`src/sv/ieps_pkg.sv`:
```
// Shared types, codes and tables of the I2C EEPROM page sequencer.
package ieps_pkg;

   localparam int PAGE_BYTES  = 8;
   localparam int MAX_RESULTS = 7;
   localparam int QUEUE_DEPTH = 2;
   localparam int QPTR_W      = (QUEUE_DEPTH > 1) ? $clog2(QUEUE_DEPTH) : 1;
   localparam int QCNT_W      = $clog2(QUEUE_DEPTH + 1);
   localparam int RIDX_W      = $clog2(MAX_RESULTS);

   localparam logic [6:0] DEVICE_ADDRESS_RESET = 7'd80;

   localparam logic [1:0] KIND_WRITE  = 2'd0;
   localparam logic [1:0] KIND_READ   = 2'd1;
   localparam logic [1:0] KIND_POLL   = 2'd2;
   localparam logic [1:0] KIND_UNUSED = 2'd3;

   localparam logic [2:0] OP_START     = 3'd0;
   localparam logic [2:0] OP_RESTART   = 3'd1;
   localparam logic [2:0] OP_STOP      = 3'd2;
   localparam logic [2:0] OP_WRITE     = 3'd3;
   localparam logic [2:0] OP_READ_ACK  = 3'd4;
   localparam logic [2:0] OP_READ_NACK = 3'd5;
   localparam logic [2:0] OP_REJECT    = 3'd6;

   typedef struct packed {
      logic [1:0] kind;
      logic [7:0] address;
      logic [7:0] data;
      logic       first;
      logic       last;
      logic       acked;
      logic       collision;
   } req_type;

   typedef struct packed {
      logic [2:0] op;
      logic [7:0] bus_byte;
      logic       poll_wait;
      logic       run_end;
   } rsp_type;

   // One queued job: the full list of primitives caused by one item.
   typedef struct packed {
      logic [MAX_RESULTS-1:0][2:0] op;
      logic [MAX_RESULTS-1:0][7:0] bus_byte;
      logic [RIDX_W-1:0]           last_idx;
      logic                        poll_wait;
   } job_type;

   typedef logic [7:0] page_table_type [256];

   // Bytes left in the page that holds each address, counting that address.
   function automatic page_table_type page_left_table();
      page_table_type t;
      for (int i = 0; i < 256; i++) begin
         t[i] = 8'(PAGE_BYTES - (i % PAGE_BYTES));
      end
      return t;
   endfunction

   localparam page_table_type PAGE_LEFT = page_left_table();

endpackage

```
`src/sv/ieps_front.sv`:
```
// Front end: accepts items, tracks transfer state and builds primitive lists.
module ieps_front (
   input  logic              clock,
   input  logic              reset,
   input  logic              csr_wr_en,
   input  logic [6:0]        csr_wr_data,
   input  logic              req_valid,
   output logic              req_stall,
   input  ieps_pkg::req_type req_data,
   input  logic              queue_full,
   output logic              push,
   output ieps_pkg::job_type push_job
);

   logic [6:0] dev_ff;
   logic [7:0] cur_ff, cur_in;
   logic [7:0] page_ff, page_in;
   logic       hdr_ff, hdr_in;
   logic       await_ff, await_in;
   logic       done_ff, done_in;

   logic [7:0]  ctrl_w;
   logic [7:0]  cur_v;
   logic [7:0]  page_v;
   logic [7:0]  page_dec;
   logic        open_hdr;
   logic        close_page;
   logic [2:0]  n;
   ieps_pkg::job_type job;

   assign req_stall = queue_full;
   assign push      = req_valid && !queue_full;
   assign push_job  = job;
   assign ctrl_w    = {dev_ff, 1'b0};

   always_comb begin
      cur_in   = cur_ff;
      page_in  = page_ff;
      hdr_in   = hdr_ff;
      await_in = await_ff;
      done_in  = done_ff;
      job      = '0;
      n        = 3'd0;
      cur_v    = req_data.first ? req_data.address : cur_ff;
      open_hdr = 1'b0;
      page_v   = page_ff;
      page_dec = page_ff;
      close_page = 1'b0;

      if (req_data.kind == ieps_pkg::KIND_UNUSED ||
          ((req_data.kind == ieps_pkg::KIND_POLL) != await_ff)) begin
         job.op[n] = ieps_pkg::OP_REJECT;
         n = n + 3'd1;
      end else if (req_data.kind == ieps_pkg::KIND_POLL) begin
         if (req_data.acked && !req_data.collision) begin
            job.op[n] = ieps_pkg::OP_STOP;
            n = n + 3'd1;
            await_in = 1'b0;
         end else begin
            job.op[n] = ieps_pkg::OP_START;
            n = n + 3'd1;
            job.op[n] = ieps_pkg::OP_WRITE;
            job.bus_byte[n] = ctrl_w;
            n = n + 3'd1;
            await_in = 1'b1;
         end
      end else if (req_data.kind == ieps_pkg::KIND_WRITE) begin
         open_hdr = req_data.first || hdr_ff;
         page_v   = open_hdr ? ieps_pkg::PAGE_LEFT[cur_v] : page_ff;
         page_dec = (page_v != 8'd0) ? page_v - 8'd1 : 8'd0;
         close_page = (page_dec == 8'd0) || req_data.last;
         if (open_hdr) begin
            job.op[n] = ieps_pkg::OP_START;
            n = n + 3'd1;
            job.op[n] = ieps_pkg::OP_WRITE;
            job.bus_byte[n] = ctrl_w;
            n = n + 3'd1;
            job.op[n] = ieps_pkg::OP_WRITE;
            job.bus_byte[n] = cur_v;
            n = n + 3'd1;
         end
         job.op[n] = ieps_pkg::OP_WRITE;
         job.bus_byte[n] = req_data.data;
         n = n + 3'd1;
         cur_in  = cur_v + 8'd1;
         page_in = page_dec;
         hdr_in  = 1'b0;
         done_in = 1'b0;
         if (close_page) begin
            // The page closes and the first acknowledge poll goes out at once.
            job.op[n] = ieps_pkg::OP_STOP;
            n = n + 3'd1;
            job.op[n] = ieps_pkg::OP_START;
            n = n + 3'd1;
            job.op[n] = ieps_pkg::OP_WRITE;
            job.bus_byte[n] = ctrl_w;
            n = n + 3'd1;
            hdr_in   = 1'b1;
            await_in = 1'b1;
            done_in  = req_data.last;
         end
      end else begin
         if (req_data.first || done_ff) begin
            job.op[n] = ieps_pkg::OP_START;
            n = n + 3'd1;
            job.op[n] = ieps_pkg::OP_WRITE;
            job.bus_byte[n] = ctrl_w;
            n = n + 3'd1;
            job.op[n] = ieps_pkg::OP_WRITE;
            job.bus_byte[n] = cur_v;
            n = n + 3'd1;
            job.op[n] = ieps_pkg::OP_RESTART;
            n = n + 3'd1;
            job.op[n] = ieps_pkg::OP_WRITE;
            job.bus_byte[n] = {dev_ff, 1'b1};
            n = n + 3'd1;
         end
         cur_in = cur_v + 8'd1;
         hdr_in = 1'b1;
         if (req_data.last) begin
            job.op[n] = ieps_pkg::OP_READ_NACK;
            n = n + 3'd1;
            job.op[n] = ieps_pkg::OP_STOP;
            n = n + 3'd1;
            done_in = 1'b1;
         end else begin
            job.op[n] = ieps_pkg::OP_READ_ACK;
            n = n + 3'd1;
            done_in = 1'b0;
         end
      end

      job.last_idx  = ieps_pkg::RIDX_W'(n - 3'd1);
      job.poll_wait = await_in;
   end

   always_ff @(posedge clock) begin
      if (reset) begin
         dev_ff   <= ieps_pkg::DEVICE_ADDRESS_RESET;
         cur_ff   <= 8'd0;
         page_ff  <= 8'd0;
         hdr_ff   <= 1'b1;
         await_ff <= 1'b0;
         done_ff  <= 1'b1;
      end else begin
         if (csr_wr_en) begin
            dev_ff <= csr_wr_data;
         end
         if (push) begin
            cur_ff   <= cur_in;
            page_ff  <= page_in;
            hdr_ff   <= hdr_in;
            await_ff <= await_in;
            done_ff  <= done_in;
         end
      end
   end

endmodule

```
`src/sv/ieps_queue.sv`:
```
// Short job queue between the front end and the bus sequencer.
module ieps_queue (
   input  logic              clock,
   input  logic              reset,
   input  logic              push,
   input  ieps_pkg::job_type push_job,
   input  logic              pop,
   output logic              full,
   output logic              empty,
   output ieps_pkg::job_type head
);

   ieps_pkg::job_type                store_ff [ieps_pkg::QUEUE_DEPTH];
   logic [ieps_pkg::QPTR_W-1:0]      wr_ptr_ff, wr_ptr_in;
   logic [ieps_pkg::QPTR_W-1:0]      rd_ptr_ff, rd_ptr_in;
   logic [ieps_pkg::QCNT_W-1:0]      count_ff, count_in;

   assign full  = (count_ff == ieps_pkg::QCNT_W'(ieps_pkg::QUEUE_DEPTH));
   assign empty = (count_ff == '0);
   assign head  = store_ff[rd_ptr_ff];

   always_comb begin
      wr_ptr_in = wr_ptr_ff;
      rd_ptr_in = rd_ptr_ff;
      count_in  = count_ff;
      if (push) begin
         wr_ptr_in = (wr_ptr_ff == ieps_pkg::QPTR_W'(ieps_pkg::QUEUE_DEPTH - 1)) ?
                     '0 : wr_ptr_ff + 1'b1;
      end
      if (pop) begin
         rd_ptr_in = (rd_ptr_ff == ieps_pkg::QPTR_W'(ieps_pkg::QUEUE_DEPTH - 1)) ?
                     '0 : rd_ptr_ff + 1'b1;
      end
      if (push && !pop) begin
         count_in = count_ff + 1'b1;
      end else if (pop && !push) begin
         count_in = count_ff - 1'b1;
      end
   end

   always_ff @(posedge clock) begin
      if (reset) begin
         wr_ptr_ff <= '0;
         rd_ptr_ff <= '0;
         count_ff  <= '0;
      end else begin
         wr_ptr_ff <= wr_ptr_in;
         rd_ptr_ff <= rd_ptr_in;
         count_ff  <= count_in;
      end
   end

   always_ff @(posedge clock) begin
      if (push) begin
         store_ff[wr_ptr_ff] <= push_job;
      end
   end

endmodule

```
`src/sv/ieps_back.sv`:
```
// Back end: walks the head job and sends one bus primitive per transfer.
module ieps_back (
   input  logic              clock,
   input  logic              reset,
   input  logic              empty,
   input  ieps_pkg::job_type head,
   output logic              pop,
   output logic              rsp_valid,
   input  logic              rsp_stall,
   output ieps_pkg::rsp_type rsp_data
);

   logic [ieps_pkg::RIDX_W-1:0] idx_ff, idx_in;
   logic                        at_end;
   logic                        moved;

   assign at_end    = (idx_ff == head.last_idx);
   assign rsp_valid = !empty;
   assign moved     = rsp_valid && !rsp_stall;
   assign pop       = moved && at_end;

   assign rsp_data.op        = head.op[idx_ff];
   assign rsp_data.bus_byte  = head.bus_byte[idx_ff];
   assign rsp_data.poll_wait = head.poll_wait;
   assign rsp_data.run_end   = at_end;

   always_comb begin
      idx_in = idx_ff;
      if (moved) begin
         idx_in = at_end ? '0 : idx_ff + 1'b1;
      end
   end

   always_ff @(posedge clock) begin
      if (reset) begin
         idx_ff <= '0;
      end else begin
         idx_ff <= idx_in;
      end
   end

endmodule

```
`src/sv/i2c_eeprom_page_sequencer.sv`:
```
// The first primitive of an item is offered in the cycle after its transfer
// when the job queue is empty and the bus sequencer is idle.
// An item gives one to seven primitives, one per cycle on rsp while rsp_stall is low;
// the bus sequencer walks a job list one entry a cycle unless stalled, and a two-entry
// job queue lets input run ahead.
// Reset: synchronous; clears the queue and the transfer state, device address 80.
module i2c_eeprom_page_sequencer (
   input  logic              clock,
   input  logic              reset,
   input  logic              csr_wr_en,
   input  logic [6:0]        csr_wr_data,
   input  logic              req_valid,
   output logic              req_stall,
   input  ieps_pkg::req_type req_data,
   output logic              rsp_valid,
   input  logic              rsp_stall,
   output ieps_pkg::rsp_type rsp_data
);

   logic              push;
   logic              pop;
   logic              full;
   logic              empty;
   ieps_pkg::job_type push_job;
   ieps_pkg::job_type head;

   ieps_front u_front (
      .clock       (clock),
      .reset       (reset),
      .csr_wr_en   (csr_wr_en),
      .csr_wr_data (csr_wr_data),
      .req_valid   (req_valid),
      .req_stall   (req_stall),
      .req_data    (req_data),
      .queue_full  (full),
      .push        (push),
      .push_job    (push_job)
   );

   ieps_queue u_queue (
      .clock    (clock),
      .reset    (reset),
      .push     (push),
      .push_job (push_job),
      .pop      (pop),
      .full     (full),
      .empty    (empty),
      .head     (head)
   );

   ieps_back u_back (
      .clock     (clock),
      .reset     (reset),
      .empty     (empty),
      .head      (head),
      .pop       (pop),
      .rsp_valid (rsp_valid),
      .rsp_stall (rsp_stall),
      .rsp_data  (rsp_data)
   );

endmodule
```
`config.mk`:
```
export PLATFORM = sky130hd
export DESIGN_NAME = i2c_eeprom_page_sequencer
export DESIGN_NICKNAME = d
export VERILOG_FILES = /design/src/sv/ieps_pkg.sv /design/src/sv/ieps_front.sv /design/src/sv/ieps_queue.sv /design/src/sv/ieps_back.sv /design/src/sv/i2c_eeprom_page_sequencer.sv
export SDC_FILE = /design/constraint.sdc
export NUM_CORES = 1
export LEC_CHECK = 0
export BUFFER_PORTS_ARGS = -buffer_cell sky130_fd_sc_hd__buf_2
export CORE_MARGIN = 4
export CORE_UTILIZATION = 30
export DETAILED_ROUTE_END_ITERATION = 7
export PLACE_DENSITY = 0.51
export SLEW_MARGIN = 10
export SYNTH_ARGS = -nofsm -noshare
export SYNTH_HDL_FRONTEND = slang
export SYNTH_SLANG_ARGS = --single-unit
```
`constraint.sdc`:
```
create_clock -name clock -period 8.52 [get_ports clock]
set_clock_uncertainty 0.15 [all_clocks]
set_input_delay 0.852 -clock clock [delete_from_list [all_inputs] [get_ports clock]]
set_output_delay 0.852 -clock clock [all_outputs]
set_load 0.03 [all_outputs]
```
==> flow_summary.ini <==
[outcome]
run_status = complete, no violations

[grt]
grt_max_degree = 63
first_global_vias = 5108
initial_antenna_violation_count = 0
first_pass_grt_wire_length_mm = 28.3
gr-total-overflow = 0
groute.usage.overall_pct = 12.9

[power_and_ir_drop]
vdd_ir_drop_max_v = 0.000139
power_density_nw_per_um2 = 248
power_leakage_nw = 3.06

[yosys]
async_reset_ff_share_pct = 0
post_synth_inst_count = 623
sequential_area_share_after_synthesis_pct = 57.7
yosysWarnings = 0
post_synth_instance_area_um2 = 7630
ys_seq_elements = 158
synth_cell_types = 62
synth-edff-count = 124
synthesis.nets = 670
post_synth.cell_area_avg_um2 = 12.3
synth_ff_type = edfxtp_1

[route]
final_antenna_net_count = 0
avgRoutedWirePerCell_um = 17.6
met3_wl_post_dr_um = 573
route.vias.total = 5025
route.top_layer_used = met4
dr.pass1.iters = 4
drt-vias-per-instance = 5.00
met2_wirelength_mm = 8.78
drc = 0
routed_wirelength_mm = 17.7
detail_route.iter0.violations = 318
detail_route.wirelength.met1_mm = 8.12

[timing]
timing.fmax_mhz = 200
timing.slew.headroom_pct = 35.6
totalNegativeSetupSlack_ns = 0
report.final.setup_viol = 0
rsz0062_at_grt = false
timing_max_transition_violations_final = 0
tightestPinTransition_ns = 0.963
timing.final.crit_period_ns = 5.01
final_critical_path_setup_slack_ns = 3.51
fin_crit_sh_pct = 58.8
hold_viol_final = 0

[job]
maxCapViolCount = 0

[critical_path]
cp_max_fo = 40
end_kind = flip-flop
critPathTopFamily = compound AO/OA/AOI/OAI gates
crit_chain = buf_2 > mux2i_1 > ha_1 > or2_1 > a21oi_2 > nor4_4 > a31o_2 > a311oi_2 > a21oi_2 > inv_2 > ha_1 > o22ai_1 > nor2_1 > ha_1 > xor2_1
crit_path_start_kind = primary input
cp_data_required_time_ns = 8.52
cp_max_stage_delay_ns = 0.63
critical_path.n_buffers_inverters = 2
worst_path_class_setup = in -> reg
crit_slowest_cell = a21oi_2
crit_arrival_ns = 5.01
critical_path.most_common_cell = ha_1

[finish]
final_layout_size_suffix_gt1_share_pct = 21.5
layout.core_utilization_pct = 35.0
multi_input_area_um2 = 3020
most_common_cell_after_layout_fill_and_taps_aside = edfxtp_1
final_cells = 1005
most_frequent_cells_in_the_layout = edfxtp_1, nand2_1, nor2_1
synthToLayoutAreaGrowth_pct = 15.0
filler_cell_count = 2499
antenna-diode-count = 0
final_design_area_no_fill_um2 = 8780
ff_latch_area_um2 = 4410
num-nets-final = 709

[placed_design]
count_of_input_and_output_buffers = 48
dpl_cell_area_um2 = 8190
pre_cts_ws_ns = 3.10
hpwlAfterDp_mm = 12.2
place_inst = 973
place_congestion = 0.829

[floorplan]
floorplan.initialDensity_pct = 30.4
placement_rows = 58
io_pins = 49
core_area_um2 = 25100
die_x_um = 168
die_area_um2 = 28100
die_y_um = 168

[clock_network]
clock_tree_from_tritoncts = done
worst_skew_pair.late_latency_ns = 0.42
postCtsHoldBufs = 0
cts_resized = 0
postCtsSetupBuffers = 0
clock-sinks = 158
post_cts_clock_slew_at_the_launch_and_capture_registers_of_the_worst_setup_and_hold_paths_ns = 0.07
cts_max_path_buffers = 2
number_of_h_tree_branching_levels = 4
cts_buffers = 17
cts_root_buf = clkbuf_16

[min_path]
min-delay-path-class = reg -> reg
-- report_power, final --
part	switching, W	leakage, nW	internal (W)
registers	0.0000538	1.47	0.000947
logic	0.000265	1.31	0.000159
clock network	0.000336	0.282	0.000417
total	0.000655	3.06	0.00152
-- flip-flops by register name, indices dropped and copies added (netlist names), named ones only --
name,flops
u_front.done_ff,1
u_front.cur_ff,8
u_back.idx_ff,3
u_queue.store_ff,124
u_front.hdr_ff,1
u_queue.wr_ptr_ff,1
u_front.page_ff,8
u_queue.rd_ptr_ff,1
u_front.await_ff,1
u_front.dev_ff,7
u_queue.count_ff,2
-- metrics by stage --
step | total power [W] | hold slack [ns]
CTS | 0.00221 | 0.305
global route | 0.00229 | 0.352
global placement | 0.00144 | 0.296
detailed placement | 0.00145 | 0.296
finish | 0.00218 | 0.304
floorplan | 0.00132 | 0.286
-- routing by layer --
metal	GRT usage (%)	vias up
met2	21.5	98
met5	0	-
met4	4.02	0
met3	2.46	19
li1	-	2403
met1	17.0	2505
-- kinds of logic after synthesis --
kind of cell | share of synthesized area [%]
flops | 57.7
simple gates | 13.3
buf+inv | 2.90
compound gates | 10.3
fa+ha+maj | 2.13
xor+xnor | 1.26
mux | 12.4
-- cell usage after synthesis (all sizes together), types with 7 or more instances --
cell      n  share of area [%]
or2       7               0.61
clkbuf   21                1.0
o21ai    47                3.1
and2     18                1.5
buf      13                1.0
nor2     63                3.2
ha       13                2.1
and3     12               0.98
nor2b    11               0.90
a32oi     7               0.80
mux2i    33                4.3
a31oi     7               0.57
dfxtp    34                8.9
nand3     8               0.52
inv      17               0.84
mux4     25                7.4
xnor2     8               0.92
nand2    60                3.0
edfxtp  124                 49
nand2b    7               0.57
a21oi    29                2.0
-- worst reg2reg max path, cell delays in order (launching register included) --
cell and delay, ns:
dfxtp_1 0.33, mux2i_1 0.41, ha_1 0.37, or2_1 0.16, a21oi_2 0.09, nor4_4 0.48
a31o_2 0.25, a311oi_2 0.11, a21oi_2 0.63, inv_2 0.06, ha_1 0.29, o22ai_1 0.13
nor2_1 0.09, ha_1 0.23, xor2_1 0.17
-- layout make-up --
type,instances,area share (%)
multi-input cells,414,34.4
inverters,17,0.727
well taps,330,4.70
flip-flops and latches,158,50.2
clock inverters,15,1.90
clock buffers,17,4.85
repair buffers,54,3.25
-- final timing paths --
path / slack, ns / endpoint / cells after the start / from
min reg2reg: 0.30 / u_front.cur_ff[1] / 2 / u_front.cur_ff[1]
max: 3.51 / u_queue.store_ff[0][3] / 15 / req_data[3]
max reg2reg: 4.30 / u_queue.store_ff[0][3] / 14 / u_front.cur_ff[0]
min: 0.30 / u_front.cur_ff[1] / 2 / u_front.cur_ff[1]
(Power assumes the default switching activity.)
